### src/rtl/rdr_pkg.sv
// shared types, constants and saturating arithmetic for the reaction-diffusion residual
package rdr_pkg;

  localparam int WORD_BITS = 56;
  localparam int FRAC_BITS = 32;
  localparam int CREG_BITS = WORD_BITS - 1;
  localparam int LO_BITS   = WORD_BITS / 2;
  localparam int HI_BITS   = WORD_BITS - LO_BITS;
  localparam int PROD_BITS = 2 * WORD_BITS;
  localparam int MUL_LAT   = 4;
  localparam int IDX_BITS  = 3;
  localparam int NUM_REGS  = 6;

  typedef logic signed [WORD_BITS-1:0] word_t;
  typedef logic [WORD_BITS-1:0]        mag_t;
  typedef logic [CREG_BITS-1:0]        creg_t;
  typedef logic [PROD_BITS-1:0]        prod_t;

  typedef struct packed {
    word_t val;
    logic  clip;
  } sres_t;

  typedef enum logic [IDX_BITS-1:0] {
    REG_DIFF_U    = 3'd0,
    REG_DIFF_V    = 3'd1,
    REG_FEED_RATE = 3'd2,
    REG_KILL_RATE = 3'd3,
    REG_SCALE_X   = 3'd4,
    REG_SCALE_Y   = 3'd5
  } reg_idx_t;

  typedef struct packed {
    creg_t diff_u;
    creg_t diff_v;
    creg_t feed_rate;
    creg_t kill_rate;
    creg_t scale_x;
    creg_t scale_y;
  } cfg_regs_t;

  localparam cfg_regs_t CFG_RESET = '{
    diff_u:    CREG_BITS'(64'd343597),
    diff_v:    CREG_BITS'(64'd171799),
    feed_rate: CREG_BITS'(64'd103079215),
    kill_rate: CREG_BITS'(64'd257698038),
    scale_x:   CREG_BITS'(64'd45035996273705),
    scale_y:   CREG_BITS'(64'd45035996273705)
  };

  localparam word_t WORD_MAX = {1'b0, {(WORD_BITS-1){1'b1}}};
  localparam word_t WORD_MIN = {1'b1, {(WORD_BITS-1){1'b0}}};
  localparam word_t WORD_ZERO = '0;

  // 1.0 only fits when the fraction leaves room for the integer bit
  localparam logic  ONE_CLIP = (FRAC_BITS >= WORD_BITS - 1);
  localparam word_t ONE_VAL  = ONE_CLIP ? WORD_MAX : WORD_BITS'(64'd1 << FRAC_BITS);

  localparam prod_t HALF_LSB = prod_t'(1) << (FRAC_BITS - 1);
  localparam prod_t LIM_POS  = PROD_BITS'(WORD_MAX);
  localparam prod_t LIM_NEG  = LIM_POS + prod_t'(1);

  function automatic sres_t sat_add(word_t a, word_t b);
    logic [WORD_BITS:0] s;
    sres_t r;
    s = {a[WORD_BITS-1], a} + {b[WORD_BITS-1], b};
    r.clip = s[WORD_BITS] ^ s[WORD_BITS-1];
    r.val  = r.clip ? (s[WORD_BITS] ? WORD_MIN : WORD_MAX) : word_t'(s[WORD_BITS-1:0]);
    return r;
  endfunction

  function automatic sres_t sat_sub(word_t a, word_t b);
    logic [WORD_BITS:0] s;
    sres_t r;
    s = {a[WORD_BITS-1], a} - {b[WORD_BITS-1], b};
    r.clip = s[WORD_BITS] ^ s[WORD_BITS-1];
    r.val  = r.clip ? (s[WORD_BITS] ? WORD_MIN : WORD_MAX) : word_t'(s[WORD_BITS-1:0]);
    return r;
  endfunction

  function automatic word_t cfg_word(creg_t c);
    return word_t'({1'b0, c});
  endfunction

endpackage

### src/rtl/rdr_cfg.sv
// configuration register file for the reaction-diffusion residual
module rdr_cfg (
  input  logic                          clk,
  input  logic                          rst_n,
  input  logic                          cfg_we,
  input  logic [rdr_pkg::IDX_BITS-1:0]  cfg_addr,
  input  rdr_pkg::creg_t                cfg_wdata,
  output rdr_pkg::cfg_regs_t            regs
);

  rdr_pkg::cfg_regs_t regs_r;
  rdr_pkg::cfg_regs_t regs_nxt;

  always_comb begin
    regs_nxt = regs_r;
    if (cfg_we) begin
      unique case (rdr_pkg::reg_idx_t'(cfg_addr))
        rdr_pkg::REG_DIFF_U:    regs_nxt.diff_u    = cfg_wdata;
        rdr_pkg::REG_DIFF_V:    regs_nxt.diff_v    = cfg_wdata;
        rdr_pkg::REG_FEED_RATE: regs_nxt.feed_rate = cfg_wdata;
        rdr_pkg::REG_KILL_RATE: regs_nxt.kill_rate = cfg_wdata;
        rdr_pkg::REG_SCALE_X:   regs_nxt.scale_x   = cfg_wdata;
        rdr_pkg::REG_SCALE_Y:   regs_nxt.scale_y   = cfg_wdata;
        default: ;
      endcase
    end
  end

  always_ff @(posedge clk) begin
    if (!rst_n) begin
      regs_r <= rdr_pkg::CFG_RESET;
    end else begin
      regs_r <= regs_nxt;
    end
  end

  assign regs = regs_r;

`ifndef SYNTHESIS
  a_bad_index_ignored: assert property (@(posedge clk) disable iff (!rst_n)
    (cfg_we && (cfg_addr >= rdr_pkg::IDX_BITS'(rdr_pkg::NUM_REGS))) |=> $stable(regs_r))
    else $error("write to unknown register index changed the register file");
`endif

endmodule

### config.mk
export PLATFORM = sky130hd
export DESIGN_NAME = rdr_cfg
export DESIGN_NICKNAME = d
export VERILOG_FILES = /design/src/rtl/rdr_pkg.sv /design/src/rtl/rdr_cfg.sv
export SDC_FILE = /design/constraint.sdc
export NUM_CORES = 1
export LEC_CHECK = 0
export ABC_AREA = 1
export BUFFER_PORTS_ARGS = -buffer_cell sky130_fd_sc_hd__buf_2
export CORE_AREA = 8 8 168 170
export DETAILED_ROUTE_END_ITERATION = 7
export DIE_AREA = 0 0 176 178
export PLACE_DENSITY = 0.83
export SYNTH_ARGS = -nofsm -noshare
export SYNTH_HDL_FRONTEND = slang
export SYNTH_SLANG_ARGS = --single-unit
### constraint.sdc
create_clock -name clk -period 1.7 [get_ports clk]
set_input_delay 0.17 -clock clk [delete_from_list [all_inputs] [get_ports clk]]
set_output_delay 0.17 -clock clk [all_outputs]
set_load 0.01 [all_outputs]
==> flow_summary.yaml, run 1 <==
outcome:
  status: "finished, final reports clean"
timing:
  setup_tns_ns: 0
  fin_worst_skew_ns: 0
  finalWorstPathRequiredPeriod_ns: 1.23
  setup_viol: 0
  fmax_ghz: 0.810
  final_min_period_over_clock_period_pct: 72.6
  timing_hold_violations_final: 0
  max-slew-margin-rel_pct: 57.6
  hold-worst-slack_ns: 0.0330
  unrepaired_setup_endpoints_after_global_routing: "false"
  fin_max_slew_vios: 0
  max_slew.worst_pin.slew_ns: 0.635
yosys:
  syn_avg_cell_area_um2: 7.12
  postSynthNetCount: 1818
  yosys_register_bits: 330
  synth.cells.most_frequent: "sky130_fd_sc_hd__nor2_1 (464), sky130_fd_sc_hd__nand2_1 (441), sky130_fd_sc_hd__dfxtp_1 (330), sky130_fd_sc_hd__nand3_1 (330), sky130_fd_sc_hd__buf_2 (63)"
  synth_enable_flop_cells: 0
  yosysMostFrequentCell: "sky130_fd_sc_hd__nor2_1"
  synth.top_cells.by_area: "sky130_fd_sc_hd__dfxtp_1 (53%), sky130_fd_sc_hd__nor2_1 (14%), sky130_fd_sc_hd__nand2_1 (13%)"
  synthArstFlopShare_pct: 0
  synthesized_instance_count: 1757
  synth_largest_type_area_fraction_pct: 52.8
  synth_cell_types: 12
  post_synth_instance_area_mm2: 0.0125
  synth_seq_area_share_pct: 52.8
  synthDominantAreaCellType: "sky130_fd_sc_hd__dfxtp_1"
  synth_flop_cell: "sky130_fd_sc_hd__dfxtp_1"
  ys_warn_count: 0
worst_setup_path:
  type_of_destination_of_the_critical_path: "output port"
  worstPathArrival_ns: 1.06
  critPathMaxFanout: 2
  worst-r2r-cell-count: 2
  regToRegStartpoint: "regs[224]"
  path_cells: "buf_2"
  timing.critical_path.slowest_cell_delay_ns: 0.38
  critPathBufInv: 1
  crit_path_slowest_cell: "sky130_fd_sc_hd__dfxtp_1"
  setup.reg_to_reg.worst_slack_ns: 1.02
  worst_setup_path_type: "reg -> out"
  timing.critical_path.from_type: "flip-flop"
  cp.required_ns: 1.53
  timing.rr.end: "regs[224]"
  critical_path.top_delay_family: "flip-flops"
drt:
  postRouteAntennaNets: 0
  dr.first_iter.drc_count: 1479
  firstDrtPassIters: 6
  route.detailed.wl_per_inst_um: 18.9
  drt_wirelength_mm: 47.0
  vias_per_cell: 5.41
  via_count: 13500
  detail_route.drc_violations: 0
finish:
  n_antenna_cell: 0
  post_route_cells_drive_above_1_share_pct: 23.0
  finalCoreUtilization_pct: 63.9
  num-nets-final: 2193
  flow.area_growth_from_synthesis_pct: 31.0
  largest_register_ff_count: 330
  num-fill-cells: 2166
min_path:
  min-delay-path-class: "in -> reg"
  worst_hold_startpoint: "cfg_wdata[31]"
  cell_depth_of_the_worst_hold_path: 3
  whs_endpoint: "regs[86]"
floorplan:
  chipHeight_um: 178
  coreArea_mm2: 0.0256
  rows: 59
  die-width_um: 176
  num_io_pins: 391
  start_util_pct: 48.8
  die_area_mm2: 0.0313
global_routing:
  grt_pass1_vias: 13100
  grt_pass1_wl_mm: 72.4
  grt.overflow.total: 0
  grt.total_usage_pct: 28.9
  grt_antenna_before_repair: 1
  grt_start_max_net_pins: 89
power:
  irDropWorstVdd_v: 0.000870
  p_per_area_mw_per_mm2: 1080
  leakagePower_uw: 0.00810
  finalPower_uw: 17700
clock_network:
  clock_path_buffers: 3
  cts.htree.levels: 2
  number_of_gates_resized_after_cts: 0
  cts_root_buf: "sky130_fd_sc_hd__clkbuf_16"
  clkSinkCount: 330
  cts-buffers-inserted: 35
  clock_insertion_delay_worst_skew_ns: 0.51
  clkSlewWorstSetupHoldPaths_ns: 0.07
  cts_tree: "built"
placement:
  gpl.final_weighted_congestion: 0.885
  post-dp-hpwl_mm: 31.1
  port-buffer-count: 390
flow_run:
  maxCapViolations: 0
==> layout by cell type, fill, tap and decap left out, drive strengths merged <==
cell,netlist,final
nand3,330,330
clkinvlp,0,2
inv,60,63
buf,66,425
bufinv,0,1
clkinv,0,5
dfxtp,330,330
clkbuf,58,51
nand2,441,441
nor2,472,472
dlygate4sd3,0,37
==> cells by family (layout without fill, tap and decap cells) <==
group / Yosys count / count (layout) / share of synthesized area [%]
AND/OR/NAND/NOR: 1243 / 1243 / 41.0
flip-flops: 330 / 330 / 52.8
buffers and inverters: 184 / 584 / 6.18
==> power breakdown <==
group	switching [uW]	internal, uW	leakage, uW
Clock	3150	4480	0.000570
Sequential	162	8010	0.00269
Combinational	1240	655	0.00485
==> layout make-up <==
type / instances / area [um^2] / area share [%]
inverter: 60 / 225 / 1.37
sequential: 330 / 6610 / 40.3
multi-input combinational: 1243 / 5150 / 31.5
clock inverter: 11 / 100 / 0.611
timing repair buffer: 462 / 2820 / 17.2
clock buffer: 51 / 1060 / 6.45
tap: 335 / 419 / 2.56
==> how the worst max path moves through the flow <==
stage	slack, ns	endpoint	startpoint	depth (start not counted)
after detailed placement	0.28	regs[112]	cfg_addr[1]	6
after global routing	0.42	regs[2]	regs[2]	1
after floorplan	0.62	regs[308]	cfg_addr[1]	6
after global placement	0.37	regs[157]	cfg_addr[2]	7
after CTS	0.43	regs[2]	regs[2]	1
final	0.47	regs[170]	regs[170]	1
==> stage by stage <==
| step | setup slack [ns] | cells | instance area (um^2) |
|---|---|---|---|
| 6_report | 0.466 | 2492 | 16400 |
| 5_1_grt | 0.416 | 2492 | 16400 |
| 4_1_cts | 0.431 | 2492 | 16400 |
| 3_5_place_dp | 0.276 | 2393 | 14900 |
| 3_3_place_gp | 0.371 | 2393 | 14900 |
| 2_1_floorplan | 0.616 | 1757 | 12500 |
==> routing by layer <==
layer	track usage (%)	vias up	wire, um
met1	34.6	6173	17500
met4	14.1	2	2100
met3	7.77	153	5650
met5	0	-	15
li1	-	6231	-
met2	47.6	924	21700
==> timing repair <==
| item | in CTS | in global routing |
|---|---|---|
| setup endpoints to repair | 0 | 0 |
| hold buffers | 37 | 0 |
| buffers inserted | 0 | 0 |
| endpoints found under the hold margin | 93 | 0 |
Note: power is estimated with default switching activity, not from simulation.
==> run 2, diff against run 1 <==
--- a/config.mk
+++ b/config.mk
@@ -5,12 +5,12 @@
 export SDC_FILE = /design/constraint.sdc
 export NUM_CORES = 1
 export LEC_CHECK = 0
-export ABC_AREA = 1
+export ABC_AREA = 0
 export BUFFER_PORTS_ARGS = -buffer_cell sky130_fd_sc_hd__buf_2
 export CORE_AREA = 8 8 168 170
 export DETAILED_ROUTE_END_ITERATION = 7
 export DIE_AREA = 0 0 176 178
-export PLACE_DENSITY = 0.83
+export PLACE_DENSITY = 0.84
 export SYNTH_ARGS = -nofsm -noshare
 export SYNTH_HDL_FRONTEND = slang
 export SYNTH_SLANG_ARGS = --single-unit
==> constraint.sdc (replaced) <==
create_clock -name clk -period 1.25 [get_ports clk]
set_input_delay 0.125 -clock clk [delete_from_list [all_inputs] [get_ports clk]]
set_output_delay 0.125 -clock clk [all_outputs]
set_load 0.01 [all_outputs]
==> run 2 against run 1 <==
Against the previous run: synthesized area increased by 0.79%; largest power group unchanged; global-route usage is 5.4 points lower; first-iteration DRC count decreased by 58%; cell count is 20% lower; non-clock buffer count grew 45; critical endpoint is now regs[128]; clock-buffer cell count down 10; design area increased by 2.4%; total power rose by 28%; via count down 24%.
==> flow_summary.yaml, run 2 <==
outcome:
  status: "finished, final reports clean"
worst_setup_path:
  path_cells: "buf_2"
  timing.critical_path.from_type: "flip-flop"
  worst_setup_path_type: "reg -> out"
  critical_path.top_delay_family: "flip-flops"
  timing.critical_path.slowest_cell_delay_ns: 0.38
  cp.required_ns: 1.12
  critPathBufInv: 1
  type_of_destination_of_the_critical_path: "output port"
  crit_path_slowest_cell: "sky130_fd_sc_hd__dfxtp_1"
  critPathMaxFanout: 2
  worstPathArrival_ns: 1.10
finish:
  n_antenna_cell: 0
  final_common_cell: "sky130_fd_sc_hd__buf_2"
  largest_register_ff_count: 330
  stdcell_area_mm2: 0.0168
  num-nets-final: 1693
  flow.area_growth_from_synthesis_pct: 33.1
  mostFrequentLayoutCells: "sky130_fd_sc_hd__buf_2 (389), sky130_fd_sc_hd__mux2i_1 (330), sky130_fd_sc_hd__dfxtp_1 (328)"
  post_route_cells_drive_above_1_share_pct: 31.8
global_routing:
  grt_pass1_wl_mm: 58.9
  grt_pass1_vias: 10600
  grt.met2_usage_pct: 40.5
  grt_start_max_net_pins: 60
  grt.total_usage_pct: 23.5
  globalRouteMet3Util_pct: 6.29
  grt_use_met1_pct: 26.7
  grt_antenna_before_repair: 0
  grt.overflow.total: 0
  grt_most_used_layer: "met2"
yosys:
  yosys_register_bits: 330
  synth.top_cells.by_area: "sky130_fd_sc_hd__dfxtp_1 (52%), sky130_fd_sc_hd__mux2i_1 (26%), sky130_fd_sc_hd__nand2_1 (8.5%)"
  synthesized_instance_count: 1179
  synth_seq_area_share_pct: 52.4
  synth_cell_types: 16
  synthArstFlopShare_pct: 0
  synth_largest_type_area_fraction_pct: 52.4
  synth.cells.most_frequent: "sky130_fd_sc_hd__dfxtp_1 (330), sky130_fd_sc_hd__mux2i_1 (330), sky130_fd_sc_hd__nand2_1 (285)"
  ys_warn_count: 0
  synth_enable_flop_cells: 0
  syn_avg_cell_area_um2: 10.7
  synthDominantAreaCellType: "sky130_fd_sc_hd__dfxtp_1"
  post_synth_instance_area_mm2: 0.0126
  postSynthNetCount: 1240
  synth_flop_cell: "sky130_fd_sc_hd__dfxtp_1"
clock_network:
  clock_insertion_delay_worst_skew_ns: 0.53
  cts_tree: "built"
  cts.htree.levels: 1
  clock_path_buffers: 3
  post-cts-setup-buffer-count: 0
  clkSlewWorstSetupHoldPaths_ns: 0.07
  cts-buffers-inserted: 31
  cts_root_buf: "sky130_fd_sc_hd__clkbuf_16"
  clkSinkCount: 330
floorplan:
  chipHeight_um: 178
  start_util_pct: 49.2
  coreArea_mm2: 0.0256
  num_io_pins: 391
  die_area_mm2: 0.0313
  die-width_um: 176
  rows: 59
timing:
  fin_max_slew_vios: 0
  fin_ws_ns: 0.0208
  finalWorstPathRequiredPeriod_ns: 1.23
  final_min_period_over_clock_period_pct: 98.3
  fin_worst_skew_ns: 0
  unrepaired_setup_endpoints_after_global_routing: "true"
  max-slew-margin-rel_pct: 71.5
  timing_hold_violations_final: 0
  fmax_ghz: 0.814
  setup_viol: 0
  max_slew.worst_pin.slew_ns: 0.426
placement:
  gpl.final_weighted_congestion: 0.832
  post-dp-hpwl_mm: 27.3
  placed_area_mm2: 0.0152
  port-buffer-count: 390
  pre_cts_ws_ns: -0.0657
power:
  irDropWorstVdd_v: 0.00101
  leakagePower_uw: 0.00849
  p_per_area_mw_per_mm2: 1350
drt:
  detail_route.drc_violations: 0
  route.detailed.wl_per_inst_um: 19.6
  dr.first_iter.drc_count: 625
  firstDrtPassIters: 4
  postRouteAntennaNets: 0
  via_count: 10200
  vias_per_cell: 5.14
  drt_wirelength_mm: 39.0
min_path:
  min-delay-path-class: "in -> reg"
flow_run:
  maxCapViolations: 0
[run 2: changes by cell type after synthesis, moves of 37 or more]
cell	delta
sky130_fd_sc_hd__nor2_1	-464
sky130_fd_sc_hd__mux2i_1	+330
sky130_fd_sc_hd__nand3_1	-330
sky130_fd_sc_hd__nand2_1	-156
sky130_fd_sc_hd__nor2b_1	+137
sky130_fd_sc_hd__inv_1	-59
sky130_fd_sc_hd__buf_2	-37
[run 2: final timing paths]
| check | cells after the start | from | end | slack (ns) |
|---|---|---|---|---|
| max | 1 | regs[128] | regs[128] | 0.02 |
| min | 3 | cfg_wdata[40] | regs[95] | 0.01 |
| min reg2reg | 2 | regs[327] | regs[327] | 0.46 |
| max reg2reg | 2 | regs[134] | regs[134] | 0.49 |
[run 2: kinds of logic after synthesis]
group,after synthesis,synth area share (%)
buffers and inverters,87,5.10
flip-flops,330,52.4
multiplexers,330,26.2
AND/OR/NAND/NOR,432,16.3
[run 2: metal layers]
layer	vias up	wire, um
met5	-	0
met4	0	1880
met3	117	3020
met2	428	18700
met1	4901	15400
li1	4789	-
[run 2: layout make-up]
| type | instances | area [um^2] |
|---|---|---|
| Multi-Input combinational cell | 762 | 5410 |
| Fill cell | 1888 | 8850 |
| Sequential cell | 330 | 6610 |
| Tap cell | 335 | 419 |
| Timing Repair Buffer | 507 | 3250 |
| Clock inverter | 15 | 186 |
| Clock buffer | 41 | 893 |
[run 2: where the power goes]
group          switching (uW)  internal (uW)  leakage, uW
logic                    1010            818      0.00528
registers                 133          10700      0.00267
clock network            4030           5830     0.000530
[run 2: through the flow]
stage	total power (uW)	setup TNS (ns)	std cells	utilization, %	hold slack, ns
2_1_floorplan	12000	0	1179	-	0.267
3_3_place_gp	12700	-0.0589	1886	59.3	0.386
3_5_place_dp	12800	-1.07	1886	59.3	0.396
4_1_cts	22700	0	1989	65.3	0.000464
5_1_grt	23300	-0.167	1990	65.5	0.0201
6_report	22600	0	1990	65.5	0.0135
[run 2: what timing repair did]
item                                   in CTS  in global routing
hold buffers                               47                  1
setup endpoints to repair                   0                 39
gates resized for setup                     0                  8
endpoints found under the hold margin     243                  5
==> run 3, diff against run 2 <==
--- a/config.mk
+++ b/config.mk
@@ -7,10 +7,11 @@
 export LEC_CHECK = 0
 export ABC_AREA = 0
 export BUFFER_PORTS_ARGS = -buffer_cell sky130_fd_sc_hd__buf_2
-export CORE_AREA = 8 8 168 170
+export CORE_AREA = 8 8 187 189
 export DETAILED_ROUTE_END_ITERATION = 7
-export DIE_AREA = 0 0 176 178
-export PLACE_DENSITY = 0.84
+export DIE_AREA = 0 0 195 197
+export GPL_TIMING_DRIVEN = 0
+export PLACE_DENSITY = 0.7
 export SYNTH_ARGS = -nofsm -noshare
 export SYNTH_HDL_FRONTEND = slang
 export SYNTH_SLANG_ARGS = --single-unit
==> constraint.sdc (replaced) <==
create_clock -name clk -period 1.2 [get_ports clk]
set_input_delay 0.12 -clock clk [delete_from_list [all_inputs] [get_ports clk]]
set_output_delay 0.12 -clock clk [all_outputs]
set_load 0.01 [all_outputs]
==> run 3 against run 2 <==
Against the previous run: clock power is 19% higher; critical endpoint is now regs[7]; largest cell class unchanged; register-to-register slack improved by 0.03 ns; worst setup slack improved by 0.011 ns; global-route usage is essentially flat.
==> flow_summary.yaml, run 3 (same netlist as run 2, synthesis figures left out) <==
min_path:
  worst_hold_startpoint: "cfg_wdata[28]"
  whs_endpoint: "regs[83]"
  min-delay-path-class: "in -> reg"
  cell_depth_of_the_worst_hold_path: 3
finish:
  post_route_cells_drive_above_1_share_pct: 30.8
  mostFrequentLayoutCells: "sky130_fd_sc_hd__buf_2 (413), sky130_fd_sc_hd__mux2i_1 (330), sky130_fd_sc_hd__dfxtp_1 (328)"
  final-instance-count-excl-fill: 2075
  largest_register_ff_count: 330
  num-nets-final: 1704
  final_common_cell: "sky130_fd_sc_hd__buf_2"
  n_antenna_cell: 0
  finalCoreUtilization_pct: 52.1
  flow.area_growth_from_synthesis_pct: 32.5
floorplan:
  rows: 66
  num_io_pins: 391
  chipHeight_um: 197
  coreArea_mm2: 0.0320
  die-width_um: 195
  start_util_pct: 39.3
  die_area_mm2: 0.0384
clock_network:
  clkSlewWorstSetupHoldPaths_ns: 0.06
  cts_root_buf: "sky130_fd_sc_hd__clkbuf_16"
  clock_insertion_delay_worst_skew_ns: 0.50
  cts_tree: "built"
  clkSinkCount: 330
  clock_path_buffers: 3
  cts.htree.levels: 2
  post-cts-setup-buffer-count: 0
  cts-buffers-inserted: 36
power:
  p_per_area_mw_per_mm2: 1500
  seqPwrFrac_pct: 45.4
  irDropWorstVdd_v: 0.000817
  netSwitchingPower_uw: 5780
  leakagePower_uw: 0.00842
  netSwitchingFraction_pct: 23.1
  combinational_power_share_pct: 7.8
  finalPower_uw: 25000
  share_clk_of_total_power_pct: 46.9
  internal_power_uw: 19200
drt:
  vias_per_cell: 4.93
  detail_route.drc_violations: 0
  postRouteAntennaNets: 0
  firstDrtPassIters: 5
  dr.first_iter.drc_count: 373
  via_count: 10200
  route.detailed.wl_per_inst_um: 22.5
  drt_wirelength_mm: 46.7
worst_setup_path:
  regToRegStartpoint: "regs[129]"
  critical_path.top_delay_family: "flip-flops"
  worst_setup_path_type: "reg -> out"
  critPathMaxFanout: 2
  timing.critical_path.slowest_cell_delay_ns: 0.38
  path_cells: "buf_2"
  worst-r2r-cell-count: 2
  type_of_destination_of_the_critical_path: "output port"
  cp.required_ns: 1.08
  critPathBufInv: 1
  timing.critical_path.from_type: "flip-flop"
  crit_path_slowest_cell: "sky130_fd_sc_hd__dfxtp_1"
  worstPathArrival_ns: 1.05
  setup.reg_to_reg.worst_slack_ns: 0.52
  timing.rr.end: "regs[129]"
timing:
  max-slew-margin-rel_pct: 38.8
  timing_hold_violations_final: 0
  final_min_period_over_clock_period_pct: 97.3
  max_slew.worst_pin.slew_ns: 0.918
  unrepaired_setup_endpoints_after_global_routing: "false"
  fin_max_slew_vios: 0
  fmax_ghz: 0.856
  fin_ws_ns: 0.0321
  finalWorstPathRequiredPeriod_ns: 1.17
  fin_worst_skew_ns: 0
  setup_tns_ns: 0
  setup_viol: 0
global_routing:
  grt_pass1_wl_mm: 69.0
  grt_pass1_vias: 10700
  grt.overflow.total: 0
  grt_antenna_before_repair: 1
  grt.total_usage_pct: 23.4
  grt_start_max_net_pins: 14
placement:
  placed_cells_incl_taps: 1974
  pre_cts_ws_ns: -0.470
  gpl.final_weighted_congestion: 0.823
  port-buffer-count: 387
  post-dp-hpwl_mm: 34.0
flow_run:
  maxCapViolations: 0
outcome:
  status: "finished, final reports clean"
run 3: changes by cell type in the layout (fill, tap and decap cells not counted), moves of 6 or more:
cell	before	now
sky130_fd_sc_hd__buf_4	47	4
sky130_fd_sc_hd__buf_6	0	25
sky130_fd_sc_hd__clkbuf_1	2	27
sky130_fd_sc_hd__buf_2	389	413
sky130_fd_sc_hd__buf_12	22	5
sky130_fd_sc_hd__dlygate4sd3_1	48	39
sky130_fd_sc_hd__clkbuf_16	31	37
run 3: repair_timing:
action | in CTS | in global routing
hold buffers | 39 | 0
endpoints found under the hold margin | 171 | 0
gates resized for setup | 3 | 5
pin swaps | 0 | 0
gates cloned | 0 | 0
setup endpoints to repair | 7 | 5
run 3: how the worst max path moves through the flow:
stage / cells after the start / start / slack, ns / endpoint
after CTS: 1 / regs[34] / 0.03 / regs[34]
after global routing: 1 / regs[126] / 0.007 / regs[126]
after detailed placement: 5 / rst_n / -0.47 / regs[225]
after floorplan: 5 / cfg_addr[1] / 0.07 / regs[324]
final: 1 / regs[7] / 0.03 / regs[7]
after global placement: 4 / rst_n / -0.46 / regs[277]
run 3: routing by layer:
| metal | track usage [%] | part of all wire [%] | routed length (um) |
|---|---|---|---|
| met5 | 0 | 0 | 0 |
| met4 | 7.64 | 3.2 | 1520 |
| met3 | 5.94 | 7.0 | 3250 |
| met2 | 40.7 | 48 | 22400 |
| met1 | 28.1 | 42 | 19500 |
run 3: area by class of cell:
class | instances | area, um^2
Timing Repair Buffer | 426 | 2330
Clock inverter | 12 | 188
Buffer | 87 | 647
Multi-Input combinational cell | 762 | 5360
Sequential cell | 330 | 6610
Clock buffer | 50 | 1060
Tap cell | 408 | 510
Fill cell | 2915 | 15300
run 3: power groups by stage:
stage | clock network (uW) | registers (uW) | logic, uW
4_1_cts | 11900 | 11300 | 1960
5_1_grt | 12300 | 11400 | 2070
3_5_place_dp | 0 | 11600 | 1840
2_1_floorplan | 0 | 11700 | 862
3_3_place_gp | 0 | 11600 | 1820
6_report | 11700 | 11300 | 1940
run 3: worst reg2reg max path: stages, from the launching register on:
cell	delay [ns]
sky130_fd_sc_hd__dfxtp_1	0.31
sky130_fd_sc_hd__nor2b_1	0.14
sky130_fd_sc_hd__mux2i_1	0.10
run 3: per-stage QoR:
step	hold WS, ns	cell area, um^2
2_1_floorplan	0.262	12600
3_3_place_gp	0.388	15000
3_5_place_dp	0.386	15000
4_1_cts	0.00165	16700
5_1_grt	0.0217	16700
6_report	0.0226	16700
